`src/hw/rtl/pptp_ghe_pkg.sv`:
```
// Shared types, field constants and codes for the PPTP GRE header engine.
`default_nettype none

package pptp_ghe_pkg;

    // Operation codes carried in the input tuser.
    localparam logic [1:0] OP_RX      = 2'd0;
    localparam logic [1:0] OP_TX      = 2'd1;
    localparam logic [1:0] OP_RX_SYNC = 2'd2;
    localparam logic [1:0] OP_TX_SYNC = 2'd3;

    // Result status codes carried in the output tuser.
    localparam logic [2:0] ST_ACCEPTED   = 3'd0;
    localparam logic [2:0] ST_ACK_ONLY   = 3'd1;
    localparam logic [2:0] ST_MALFORMED  = 3'd2;
    localparam logic [2:0] ST_OTHER_CALL = 3'd3;
    localparam logic [2:0] ST_TX_DONE    = 3'd4;

    // Header lengths in bytes, with and without the acknowledgement word.
    localparam logic [4:0] HDR_LEN_ACK    = 5'd16;
    localparam logic [4:0] HDR_LEN_NO_ACK = 5'd12;

    // Enhanced GRE constants.
    localparam logic [15:0] GRE_PROTO = 16'h880B;
    localparam logic [6:0]  GRE_VER   = 7'h01;

    // Bit positions in the flags byte and the version byte.
    localparam int FL_C_BIT  = 7;
    localparam int FL_R_BIT  = 6;
    localparam int FL_K_BIT  = 5;
    localparam int FL_S_BIT  = 4;
    localparam int VER_A_BIT = 7;

    // Flags byte of every transmitted header: K and S set.
    localparam logic [7:0] TX_FLAGS = 8'h30;

    // Configuration register indexes.
    localparam logic REG_LOCAL_CALL_ID = 1'b0;
    localparam logic REG_PEER_CALL_ID  = 1'b1;

    typedef struct packed {
        logic [15:0] local_call_id;
        logic [15:0] peer_call_id;
    } t_cfg;

    typedef struct packed {
        logic [1:0]  op;
        logic [7:0]  in_flags;
        logic [7:0]  in_ver;
        logic [15:0] in_protocol;
        logic [15:0] in_payload_len;
        logic [15:0] in_call_id;
        logic [31:0] in_seq;
        logic [31:0] in_ack;
    } t_hdr_in;

    typedef struct packed {
        logic [2:0]  status;
        logic [4:0]  hdr_bytes;
        logic [7:0]  out_flags;
        logic [7:0]  out_ver;
        logic [15:0] out_protocol;
        logic [15:0] out_payload_len;
        logic [15:0] out_call_id;
        logic [31:0] out_seq;
        logic [31:0] out_ack;
        logic        ack_present;
        logic [31:0] peer_ack;
    } t_hdr_out;

endpackage

`default_nettype wire

```
`src/hw/rtl/pptp_ghe_cfg.sv`:
```
// APB register file holding the local and peer call ids.
`default_nettype none

module pptp_ghe_cfg
    import pptp_ghe_pkg::*;
(
    input  wire logic        i_clk,
    input  wire logic        i_rst_n,
    input  wire logic        psel,
    input  wire logic        penable,
    input  wire logic        pwrite,
    input  wire logic [2:0]  paddr,
    input  wire logic [31:0] pwdata,
    output logic [31:0]      prdata,
    output logic             pready,
    output t_cfg             o_cfg
);

    logic [15:0] r_local_call_id;
    logic [15:0] r_peer_call_id;
    logic        wr_en;

    assign pready = 1'b1;
    assign wr_en  = psel && penable && pwrite && pready;

    always_ff @(posedge i_clk) begin
        if (!i_rst_n) begin
            r_local_call_id <= '0;
            r_peer_call_id  <= '0;
        end else if (wr_en) begin
            if (paddr[2] == REG_LOCAL_CALL_ID) begin
                r_local_call_id <= pwdata[15:0];
            end else begin
                r_peer_call_id <= pwdata[15:0];
            end
        end
    end

    always_comb begin
        case (paddr[2])
            REG_LOCAL_CALL_ID: prdata = {16'd0, r_local_call_id};
            REG_PEER_CALL_ID:  prdata = {16'd0, r_peer_call_id};
            default:           prdata = '0;
        endcase
    end

    assign o_cfg.local_call_id = r_local_call_id;
    assign o_cfg.peer_call_id  = r_peer_call_id;

endmodule

`default_nettype wire

```
`src/hw/rtl/pptp_ghe_core.sv`:
```
// Call sequencing state and the single-pass header check and build logic.
`default_nettype none

module pptp_ghe_core
    import pptp_ghe_pkg::*;
(
    input  wire logic    i_clk,
    input  wire logic    i_rst_n,
    input  wire logic    i_step,
    input  wire t_hdr_in i_item,
    input  wire t_cfg    i_cfg,
    output t_hdr_out     o_res
);

    logic [31:0] r_next_tx_seq;
    logic [31:0] r_last_rx_seq;
    logic [31:0] r_last_ack_sent;
    logic [31:0] r_highest_ack_rx;
    logic        r_first_packet;

    logic [31:0] n_next_tx_seq;
    logic [31:0] n_last_rx_seq;
    logic [31:0] n_last_ack_sent;
    logic [31:0] n_highest_ack_rx;
    logic        n_first_packet;

    logic [31:0] ack_word;
    logic [31:0] hi_max;
    logic [31:0] hi_taken;
    logic [31:0] hi_upd;
    logic [31:0] rx_expected;
    logic        in_order;
    logic        malformed;
    logic        other_call;
    logic        owe_ack;

    // The ack comes from the second word when S is set, else from the first.
    assign ack_word = i_item.in_flags[FL_S_BIT] ? i_item.in_ack : i_item.in_seq;
    assign hi_max   = (ack_word > r_highest_ack_rx) ? ack_word : r_highest_ack_rx;
    // A small ack replaces a held value near the top of the range (wrap).
    assign hi_taken = ((ack_word[31:8] == 24'd0) && (hi_max[31:8] == 24'hFFFFFF))
                      ? ack_word : hi_max;
    assign hi_upd   = i_item.in_ver[VER_A_BIT] ? hi_taken : r_highest_ack_rx;

    assign rx_expected = r_last_rx_seq + 32'd1;
    assign in_order    = (i_item.in_seq == rx_expected);

    assign malformed  = (i_item.in_ver[6:0] != GRE_VER)
                     || (i_item.in_protocol != GRE_PROTO)
                     || i_item.in_flags[FL_C_BIT]
                     || i_item.in_flags[FL_R_BIT]
                     || !i_item.in_flags[FL_K_BIT]
                     || (i_item.in_flags[3:0] != 4'd0);
    assign other_call = (i_item.in_call_id != i_cfg.local_call_id);
    assign owe_ack    = (r_last_ack_sent != r_last_rx_seq);

    always_comb begin
        o_res            = '0;
        n_next_tx_seq    = r_next_tx_seq;
        n_last_rx_seq    = r_last_rx_seq;
        n_last_ack_sent  = r_last_ack_sent;
        n_highest_ack_rx = r_highest_ack_rx;
        n_first_packet   = r_first_packet;
        case (i_item.op)
            OP_RX: begin
                if (malformed) begin
                    o_res.status = ST_MALFORMED;
                end else if (other_call) begin
                    o_res.status = ST_OTHER_CALL;
                end else begin
                    n_highest_ack_rx = hi_upd;
                    if (!i_item.in_flags[FL_S_BIT]) begin
                        o_res.status = ST_ACK_ONLY;
                    end else begin
                        o_res.status    = ST_ACCEPTED;
                        o_res.hdr_bytes = i_item.in_ver[VER_A_BIT] ? HDR_LEN_ACK
                                                                    : HDR_LEN_NO_ACK;
                        if (r_first_packet || in_order) begin
                            n_first_packet = 1'b0;
                            n_last_rx_seq  = i_item.in_seq;
                        end
                    end
                end
            end
            OP_TX: begin
                o_res.status          = ST_TX_DONE;
                o_res.hdr_bytes       = owe_ack ? HDR_LEN_ACK : HDR_LEN_NO_ACK;
                o_res.out_flags       = TX_FLAGS;
                o_res.out_ver         = {owe_ack, GRE_VER};
                o_res.out_protocol    = GRE_PROTO;
                o_res.out_payload_len = i_item.in_payload_len;
                o_res.out_call_id     = i_cfg.peer_call_id;
                o_res.out_seq         = r_next_tx_seq;
                o_res.out_ack         = owe_ack ? r_last_rx_seq : 32'd0;
                o_res.ack_present     = owe_ack;
                n_last_ack_sent       = r_last_rx_seq;
                n_next_tx_seq         = r_next_tx_seq + 32'd1;
            end
            OP_RX_SYNC: begin
                o_res.status     = ST_ACCEPTED;
                n_highest_ack_rx = hi_upd;
                if (in_order) begin
                    n_last_rx_seq = i_item.in_seq;
                end
            end
            OP_TX_SYNC: begin
                o_res.status    = ST_TX_DONE;
                n_last_ack_sent = r_last_rx_seq;
                n_next_tx_seq   = r_next_tx_seq + 32'd1;
            end
            default: begin
                o_res.status = ST_MALFORMED;
            end
        endcase
        o_res.peer_ack = n_highest_ack_rx;
    end

    always_ff @(posedge i_clk) begin
        if (!i_rst_n) begin
            r_next_tx_seq    <= 32'd1;
            r_last_rx_seq    <= '0;
            r_last_ack_sent  <= '0;
            r_highest_ack_rx <= '0;
            r_first_packet   <= 1'b1;
        end else if (i_step) begin
            r_next_tx_seq    <= n_next_tx_seq;
            r_last_rx_seq    <= n_last_rx_seq;
            r_last_ack_sent  <= n_last_ack_sent;
            r_highest_ack_rx <= n_highest_ack_rx;
            r_first_packet   <= n_first_packet;
        end
    end

    a_tx_seq_advances: assert property (@(posedge i_clk) disable iff (!i_rst_n)
        i_step && (i_item.op == OP_TX || i_item.op == OP_TX_SYNC)
        |=> r_next_tx_seq == $past(r_next_tx_seq) + 32'd1)
        else $error("transmit sequence did not advance by one");

    a_ack_settled: assert property (@(posedge i_clk) disable iff (!i_rst_n)
        i_step && (i_item.op == OP_TX || i_item.op == OP_TX_SYNC)
        |=> r_last_ack_sent == r_last_rx_seq)
        else $error("owed acknowledgement not cleared by transmit");

    a_state_holds: assert property (@(posedge i_clk) disable iff (!i_rst_n)
        !i_step |=> $stable(r_last_rx_seq) && $stable(r_highest_ack_rx)
                    && $stable(r_next_tx_seq))
        else $error("sequence state changed without an item");

endmodule

`default_nettype wire

```
`src/hw/rtl/pptp_ghe_top_unused_guard.sv`:
```
// Output holding register with a one-entry stage for the header engine results.
`default_nettype none

module pptp_ghe_out_stage
    import pptp_ghe_pkg::*;
(
    input  wire logic     i_clk,
    input  wire logic     i_rst_n,
    input  wire logic     i_load,
    input  wire t_hdr_out i_res,
    input  wire logic     i_ready,
    output logic          o_valid,
    output t_hdr_out      o_res
);

    logic     r_valid;
    t_hdr_out r_res;

    always_ff @(posedge i_clk) begin
        if (!i_rst_n) begin
            r_valid <= 1'b0;
        end else if (i_load) begin
            r_valid <= 1'b1;
        end else if (i_ready) begin
            r_valid <= 1'b0;
        end
    end

    always_ff @(posedge i_clk) begin
        if (i_load) begin
            r_res <= i_res;
        end
    end

    assign o_valid = r_valid;
    assign o_res   = r_res;

    a_no_overwrite: assert property (@(posedge i_clk) disable iff (!i_rst_n)
        r_valid && !i_ready |-> !i_load)
        else $error("pending result overwritten before it was taken");

endmodule

`default_nettype wire

```
`src/hw/rtl/pptp_gre_header_engine_unit.sv`:
```
// Top level of the PPTP enhanced GRE header engine: stream ports, APB port, pipeline.
`default_nettype none

// An item is registered in the input register, then its result in the result register;
// it moves on only while the result register is empty or is being emptied.
// Throughput: one item per cycle; the input register refills in the same cycle that
// its item moves on. Input stalls only while a result waits with m_axis_tready low.
// Reset (synchronous, active low) empties both stages, clears the call ids and
// restores the sequence state: next transmit sequence 1, all others 0, first packet set.

module pptp_gre_header_engine_unit
    import pptp_ghe_pkg::*;
(
    input  wire logic         i_clk,
    input  wire logic         i_rst_n,

    // Input header items.
    input  wire logic         s_axis_tvalid,
    output logic              s_axis_tready,
    // tdata, lowest bit up: in_flags[7:0], in_ver[15:8], in_protocol[31:16],
    // in_payload_len[47:32], in_call_id[63:48], in_seq[95:64], in_ack[127:96]
    input  wire logic [127:0] s_axis_tdata,
    // tuser: op[1:0]
    input  wire logic [1:0]   s_axis_tuser,

    // Result items.
    output logic              m_axis_tvalid,
    input  wire logic         m_axis_tready,
    // tdata, lowest bit up: hdr_bytes[4:0], out_flags[12:5], out_ver[20:13],
    // out_protocol[36:21], out_payload_len[52:37], out_call_id[68:53],
    // out_seq[100:69], out_ack[132:101], ack_present[133], peer_ack[165:134],
    // zero fill[167:166]
    output logic [167:0]      m_axis_tdata,
    // tuser: status[2:0]
    output logic [2:0]        m_axis_tuser,

    // Configuration: local_call_id at 0x0, peer_call_id at 0x4.
    input  wire logic         psel,
    input  wire logic         penable,
    input  wire logic         pwrite,
    input  wire logic [2:0]   paddr,
    input  wire logic [31:0]  pwdata,
    output logic [31:0]       prdata,
    output logic              pready
);

    t_cfg     cfg;
    t_hdr_in  r_in;
    logic     r_in_valid;
    logic     in_take;
    logic     step;
    t_hdr_out core_res;
    t_hdr_out out_res;
    logic     out_valid;

    pptp_ghe_cfg u_cfg (
        .i_clk   (i_clk),
        .i_rst_n (i_rst_n),
        .psel    (psel),
        .penable (penable),
        .pwrite  (pwrite),
        .paddr   (paddr),
        .pwdata  (pwdata),
        .prdata  (prdata),
        .pready  (pready),
        .o_cfg   (cfg)
    );

    // The item in the input register moves on, and commits its state update,
    // whenever the result register is empty or is being emptied this cycle.
    assign step          = r_in_valid && (!out_valid || m_axis_tready);
    assign s_axis_tready = !r_in_valid || step;
    assign in_take       = s_axis_tvalid && s_axis_tready;

    always_ff @(posedge i_clk) begin
        if (!i_rst_n) begin
            r_in_valid <= 1'b0;
        end else if (in_take) begin
            r_in_valid <= 1'b1;
        end else if (step) begin
            r_in_valid <= 1'b0;
        end
    end

    // Payload register needs no reset; it is qualified by r_in_valid.
    always_ff @(posedge i_clk) begin
        if (in_take) begin
            r_in.op             <= s_axis_tuser;
            r_in.in_flags       <= s_axis_tdata[7:0];
            r_in.in_ver         <= s_axis_tdata[15:8];
            r_in.in_protocol    <= s_axis_tdata[31:16];
            r_in.in_payload_len <= s_axis_tdata[47:32];
            r_in.in_call_id     <= s_axis_tdata[63:48];
            r_in.in_seq         <= s_axis_tdata[95:64];
            r_in.in_ack         <= s_axis_tdata[127:96];
        end
    end

    // Checks, header build and the sequence state live in the core. The state
    // only changes when an item steps, so the next item always sees it updated.
    pptp_ghe_core u_core (
        .i_clk   (i_clk),
        .i_rst_n (i_rst_n),
        .i_step  (step),
        .i_item  (r_in),
        .i_cfg   (cfg),
        .o_res   (core_res)
    );

    pptp_ghe_out_stage u_out (
        .i_clk   (i_clk),
        .i_rst_n (i_rst_n),
        .i_load  (step),
        .i_res   (core_res),
        .i_ready (m_axis_tready),
        .o_valid (out_valid),
        .o_res   (out_res)
    );

    assign m_axis_tvalid = out_valid;
    assign m_axis_tuser  = out_res.status;
    assign m_axis_tdata  = {2'b00,
                            out_res.peer_ack,
                            out_res.ack_present,
                            out_res.out_ack,
                            out_res.out_seq,
                            out_res.out_call_id,
                            out_res.out_payload_len,
                            out_res.out_protocol,
                            out_res.out_ver,
                            out_res.out_flags,
                            out_res.hdr_bytes};

    a_moves_when_free: assert property (@(posedge i_clk) disable iff (!i_rst_n)
        r_in_valid && !out_valid |=> out_valid)
        else $error("item stuck in input register with result stage free");

    a_tx_status: assert property (@(posedge i_clk) disable iff (!i_rst_n)
        step && (r_in.op == OP_TX || r_in.op == OP_TX_SYNC)
        |=> m_axis_tvalid && m_axis_tuser == ST_TX_DONE)
        else $error("transmit item did not report transmit done");

endmodule

`default_nettype wire

```
`config.mk`:
```
export PLATFORM = sky130hd
export DESIGN_NAME = pptp_gre_header_engine_unit
export DESIGN_NICKNAME = d
export VERILOG_FILES = /design/src/hw/rtl/pptp_ghe_pkg.sv /design/src/hw/rtl/pptp_ghe_cfg.sv /design/src/hw/rtl/pptp_ghe_core.sv /design/src/hw/rtl/pptp_ghe_top_unused_guard.sv /design/src/hw/rtl/pptp_gre_header_engine_unit.sv
export SDC_FILE = /design/constraint.sdc
export NUM_CORES = 1
export LEC_CHECK = 0
export BUFFER_PORTS_ARGS = -buffer_cell sky130_fd_sc_hd__buf_2
export CAP_MARGIN = 20
export CORE_ASPECT_RATIO = 1.25
export CORE_MARGIN = 8
export CORE_UTILIZATION = 30
export CTS_BUF_LIST = sky130_fd_sc_hd__clkbuf_8 sky130_fd_sc_hd__clkbuf_16
export DETAILED_ROUTE_END_ITERATION = 10
export SLEW_MARGIN = 20
export SYNTH_ARGS = -nofsm -noshare
export SYNTH_HDL_FRONTEND = slang
export SYNTH_SLANG_ARGS = --single-unit
```
`constraint.sdc`:
```
create_clock -name i_clk -period 9.8 [get_ports i_clk]
set_clock_uncertainty 0.15 [all_clocks]
set_input_delay 0.98 -clock i_clk [delete_from_list [all_inputs] [get_ports i_clk]]
set_output_delay 0.98 -clock i_clk [all_outputs]
set_load 0.005 [all_outputs]
```
== Word level (Yosys, flattened, before mapping) ==
Cells that the tools add are included.

* Memories kept: 0
* Bits in read-only memories: 0
* Latch bits: 0
* Word-level logic and storage cells: 107
* Output and inout bits: 206
* Bits of input ports: 172
* Register bits: 461
* RAM bits: 0

* Shifts and indexed selects: 0
* Order comparisons: 1
* Bitwise gates (word level): 3
* Multipliers: 0
* Equality and inequality tests: 14
* Add/sub/neg operators: 2
* Mux-type cells: 30
* Reductions and logical operators: 29
* Div/mod/pow operators: 0

{| class="wikitable"
|+ Operator list
! cell !! number
|-
| $mux 32 || 12
|-
| $pmux 32 s2 || 3
|-
| $mux 127 || 1
|-
| $add 32x1->32 const B || 2
|-
| $eq 32x32->1 || 1
|-
| $gt 32x32->1 || 1
|-
| $ne 32x32->1 || 1
|-
| $mux 5 || 5
|-
| $eq 24x24->1 const B || 1
|-
| $logic_not 24->1 || 1
|-
| $ne 16x16->1 || 1
|-
| $ne 16x16->1 const B || 1
|-
| $pmux 5 s2 || 1
|-
| $pmux 3 s3 || 1
|-
| $logic_or 1x1->1 || 8
|-
| $reduce_and 2->1 || 4
|-
| $ne 7x1->1 const B || 1
|-
| $reduce_and 7->1 || 1
|-
| $mux 3 || 2
|-
| $ne 2x2->1 const B || 3
|-
| $reduce_and 6->1 || 1
|-
| $reduce_bool 2->1 || 3
|-
| $logic_and 1x1->1 || 5
|-
| $mux 1 || 5
|-
| other kinds (8) || 14
|}

== Depth between registers and ports, before layout ==
* Depth in word-level cells: 10
* Depth in mapped cells: 18
* Depth with buffers taken out: 12

== By module ==
A second synthesis with hierarchy kept.

* Cells, all modules: 1684
* Area, all modules: 20101.8 um^2

{| class="wikitable"
|+ By module, submodules not included
! module !! cells each !! area each (um^2) !! times used !! seq. area each (um^2)
|-
| pptp_ghe_core || 1213 || 9406.5 || 1 || 2582.5
|-
| pptp_ghe_out_stage || 172 || 5116.2 || 1 || 5094.9
|-
| pptp_gre_header_engine_unit || 140 || 3997.6 || 1 || 3923.8
|-
| pptp_ghe_cfg || 159 || 1581.5 || 1 || 640.6
|}

== Worst setup path before layout ==
No wires, ideal clock.

* Path type: input to register
* Start point: input m_axis_tready
* End point: register u_core.r_next_tx_seq[31]
* Path buffers: 3
* Required time: 9.535 ns
* Setup time: 0.115 ns
* Stages on the path: 12
* Slack: 0.650 ns
* Arrival: 8.885 ns
* Path through: nor2b_1 clkbuf_1 nor2_1 and2_1 clkbuf_1 and4_1 clkbuf_1 nand3_1 nor2_1 nand3_1 xnor2_1 and2_1

* Longest elaborated chain between the ends: 3

{| class="wikitable"
|+ RTL lines
! what !! RTL line !! RTL
|-
| start: declaration || pptp_gre_header_engine_unit.sv:28 || <nowiki>input wire logic m_axis_tready,</nowiki>
|-
| $logic_or 1x1->1 || pptp_gre_header_engine_unit.sv:71 || <nowiki>assign step = r_in_valid && (!out_valid || m_axis_tready);</nowiki>
|-
| $logic_and 1x1->1 || pptp_gre_header_engine_unit.sv:71 ||
|-
| via step || pptp_gre_header_engine_unit.sv:51 || <nowiki>logic step;</nowiki>
|-
| $reduce_and 2->1 (no source line) || - ||
|-
| end signal: assignment || pptp_ghe_core.sv:126 || <nowiki>r_next_tx_seq <= n_next_tx_seq;</nowiki>
|-
| end: declaration || pptp_ghe_core.sv:15 || <nowiki>logic [31:0] r_next_tx_seq;</nowiki>
|}

The timed path passes the listed nets, and every way through them passes these cells.
A chain may end at the register's enable or synchronous reset.

== Final worst setup path ==
* Start point: register r_in[124] in the netlist's numbering
* End point: register u_core.r_highest_ack_rx[30]

* Longest elaborated chain between the ends: 10
* Elaborated cells between the ends (all ways): 11
* Classes of those cells: order compare: 1; eq/ne: 1; mux: 7; reduce/logical: 2

{| class="wikitable"
|+ RTL lines
! what !! RTL line !! RTL
|-
| start: declaration || pptp_gre_header_engine_unit.sv:48 || <nowiki>t_hdr_in r_in;</nowiki>
|-
| $mux 32 * || pptp_ghe_core.sv:38 || <nowiki>assign ack_word = i_item.in_flags[FL_S_BIT] ? i_item.in_ack : i_item.in_seq;</nowiki>
|-
| $gt 32x32->1 || pptp_ghe_core.sv:39 || <nowiki>assign hi_max = (ack_word > r_highest_ack_rx) ? ack_word : r_highest_ack_rx;</nowiki>
|-
| $mux 32 || pptp_ghe_core.sv:39 ||
|-
| $eq 24x24->1 || pptp_ghe_core.sv:41 || <nowiki>assign hi_taken = ((ack_word[31:8] == 24'd0) && (hi_max[31:8] == 24'hFFFFFF))</nowiki>
|-
| $logic_and 1x1->1 || pptp_ghe_core.sv:41 ||
|-
| $mux 32 * || pptp_ghe_core.sv:42 || <nowiki>? ack_word : hi_max;</nowiki>
|-
| $mux 32 * || pptp_ghe_core.sv:43 || <nowiki>assign hi_upd = i_item.in_ver[VER_A_BIT] ? hi_taken : r_highest_ack_rx;</nowiki>
|-
| $mux 32 || pptp_ghe_core.sv:68 || <nowiki>end else if (other_call) begin</nowiki>
|-
| $mux 32 || pptp_ghe_core.sv:66 || <nowiki>if (malformed) begin</nowiki>
|-
| $pmux 32 s2 * || pptp_ghe_core.sv:64 || <nowiki>case (i_item.op)</nowiki>
|-
| end signal: assignment || pptp_ghe_core.sv:129 || <nowiki>r_highest_ack_rx <= n_highest_ack_rx;</nowiki>
|-
| end: declaration || pptp_ghe_core.sv:18 || <nowiki>logic [31:0] r_highest_ack_rx;</nowiki>
|}

Every way passes the cells marked *; elsewhere a longest branch is shown, timed or not.

==> summary.md <==
| Metric | Value |
|---|---|
| Status | finished clean |
| Vias in the first global route | 13,400 |
| Critical path endpoint category | flop |
| Critical path buffers and inverters | 3 |
| Psw | 0.932 mW |
| Placeable Area | 63,900 um^2 |
| Hold buffer count at cts | 0 |
| Global-route wire length before repair | 81,300 um |
| DIE HEIGHT | 299 um |
| Clk root buf | clkbuf_16 |
| Peak per-stage delay on the critical path | 0.71 ns |
| Distinct cells, synth | slightly above 60 |
| DIE AREA | a little over 70,000 um^2 |
| Worst Path Max Fanout | 46 |
| Crit-path slowest cell | and2_0 |
| Cell accounting for the most synthesized area | edfxtp_1 |
| Minimum clock period | 4.76 ns |
| Mapped Cells | 1,705 |
| Post-synthesis cell area | 19,200 um^2 |
| DP Worst Slack | 5.15 ns |
| Worst VDD drop | 0.000123 V |
| Layout Area Growth over Synthesis | 18.8% |
| Synthesized area per cell | between 10 and 15 um^2 |
| Total gr overflow | 0 |
| Max Fclk | 210 MHz |
| Worst-path cell chain | buf_4, mux2i_1, inv_1, ha_1, and4_1, nand4_1, o211ai_1, mux2i_1, o21ai_0, and2_0, buf_4, o22ai_1 |
| I/O pin cnt | 378 |
| Power per Cell Area | between 150 and 200 nW/um^2 |
| Sequential element share of the synthesized area | between 50% and 60% |
| Yosys reg bits | 428 |
| Commonest cells in the netlist | 284 x nand2_1, 265 x edfxtp_1, 163 x dfxtp_1 |
| Initial core utilization | 30.1% |
| Routability congestion estimate | 0.858 |
| Combinational share of power | a little under 6% |
| Drt wl/cell | 19.1 um |
| Top cells by area, synth | edfxtp_1 41%, dfxtp_1 17%, nand2_1 5.5% |
| Vias per cell | 4.63 |
| Internal power | 3.05 mW |
| Synth Flop Type | edfxtp_1 |
| Sequential power share | 50.6% |
| HPWL Detailed | 39,400 um |
| Htree depth | 2 |
| Max-Cap Viols | 0 |
| CTS buffer count | 46 |
| Via count | 13,200 |
| Post-route total power | between 3 and 4 mW |
| Die Width | between 200 and 250 um |
| Worst endpoint required time | 10.09 ns |
| Drt drc | 0 |
| Post-synth EDFFs | 265 |
| Post-DRT Antenna Nets | 0 |
| PortBufs | 315 |
| Period utilization | 48.6% |
| Tot GR Track Use | about 14% |
| Setup ws final | 5.04 ns |
| Worst hold-check path type | flop to flop |
| Switch share | 23.4% |
| Count leader, synth | nand2_1 |
| Final nets | 2,172 |
| Worst slew margin | 29.7% |
| Endpoints failing hold | 0 |
| Leakage power total | 9.02 nW |
| Core Rows | 104 |
| Async SR Flop Fraction | 0% |
| Post-CTS Repair Setup Buffers | 0 |
| CTS resizes | 0 |
| Post-route setup TNS | 0 ns |
| Clock power share | 43.6% |
| Drt pass-1 iters | 5 |
| Slew Limit Fails | 0 |
| Worst-Skew Late Latency | 0.59 ns |
| Crit start category | flop |
| RSZ-0062 raised after global routing | false |
| Yosys warning count | 0 |
| Final wirelength | about 54,000 um |
| Clk buf depth | 3 |
| TritonCTS Sinks | 428 |
| CTS tree | yes |
| Largest net degree at the start of global routing | 139 |
| Arrival @ worst endpoint | 5.05 ns |
| Clock-pin slew on the worst setup and hold paths | 0.06 ns |
| Top-area cell type share of the netlist area | 41.3% |
| Initial antenna violation count | 3 |
| Share of cells above drive strength 1 | between 20% and 30% |
| Delay-heaviest family, CP | buffers and inverters |
| Final setup viols | 0 |
| CP Class | flop to flop |
| Detailed router's first-iteration violation count | approximately 740 |
| Worst-Margin Slew | 1.06 ns |
==> cell type report <==
| cell class | count | area, um^2 |
|---|---|---|
| clock buffer | 50 | 1220 |
| fill | 6346 | 41000 |
| timing repair buffer | 330 | 1720 |
| inverter | 62 | 233 |
| tap | 848 | 1060 |
| multi-input combinational | 1098 | 7130 |
| sequential | 428 | 11200 |
| antenna | 2 | 5.00 |
| clock inverter | 36 | 284 |
==> power groups by stage <==
stage / logic, mW / registers [mW] / clock network [mW]
2_1_floorplan: 0.149 / 2.04 / 0
3_3_place_gp: 0.231 / 2.05 / 0
3_5_place_dp: 0.236 / 2.05 / 0
4_1_cts: 0.237 / 2.01 / 1.80
5_1_grt: 0.260 / 2.02 / 1.86
6_report: 0.234 / 2.01 / 1.73
==> logic make-up (layout without fill, tap and decap cells) <==
group	Yosys count	after routing	synth area share (%)
and+or+nand+nor	610	610	15.8
DFF	428	428	58.3
buffers and inverters	221	478	5.58
AOI/OAI and AO/OA	187	187	7.03
xor gates and xnor gates	119	119	5.41
muxes	104	104	5.64
adders and majority gates	34	34	2.21
other	2	46	0.0390
==> tightest hold or removal path: stages (launching register included) <==
cell and delay, ns:
dfxtp_1 0.32, nand2_1 0.05, mux2i_1 0.05
==> metal layers <==
metal | global-route usage, % | share of wire, % | up-vias
met1 | 16.2 | 39 | 6317
met4 | 6.29 | 4.2 | 2
li1 | - | - | 6408
met5 | 0 | 0.024 | -
met3 | 2.80 | 5.1 | 107
met2 | 26.0 | 51 | 379
==> through the flow <==
step	cell area [um^2]	hold WS (ns)	utilization, %	cells
2_1_floorplan	19400	0.285	-	1747
3_3_place_gp	21300	0.298	33.4	2763
3_5_place_dp	21400	0.317	33.4	2766
4_1_cts	22900	0.326	35.8	2852
5_1_grt	22900	0.349	35.8	2854
6_report	22900	0.322	35.8	2854
==> registers in the layout (all words and copies together) (netlist names) <==
register and cells:
u_out.o_res 135, u_cfg.r_local_call_id 16, u_core.r_highest_ack_rx 32, u_cfg.r_peer_call_id 16
u_core.r_last_rx_seq 32, u_core.r_next_tx_seq 32, r_in 130, u_core.r_last_ack_sent 32
u_core.r_first_packet 1, u_out.o_valid 1, r_in_valid 1
==> layout by cell type (no fill, tap or decap), drive strengths merged, types with 41 or more instances in the layout <==
master    n
buf     330
nand2   284
edfxtp  265
dfxtp   163
and2     99
xnor2    93
inv      74
mux2i    69
a21boi   66
clkbuf   50
conb     44
and3     42
nand4    41
==> worst paths after layout <==
check                        startpoint                     endpoint  slack (ns)  cells past startpoint
max                           r_in[124]  u_core.r_highest_ack_rx[30]        5.04                     12
min          u_core.r_highest_ack_rx[1]   u_core.r_highest_ack_rx[1]        0.32                      2
max reg2reg                   r_in[124]  u_core.r_highest_ack_rx[30]        5.04                     12
min reg2reg  u_core.r_highest_ack_rx[1]   u_core.r_highest_ack_rx[1]        0.32                      2
No activity file was read; power rests on OpenSTA's default activity.
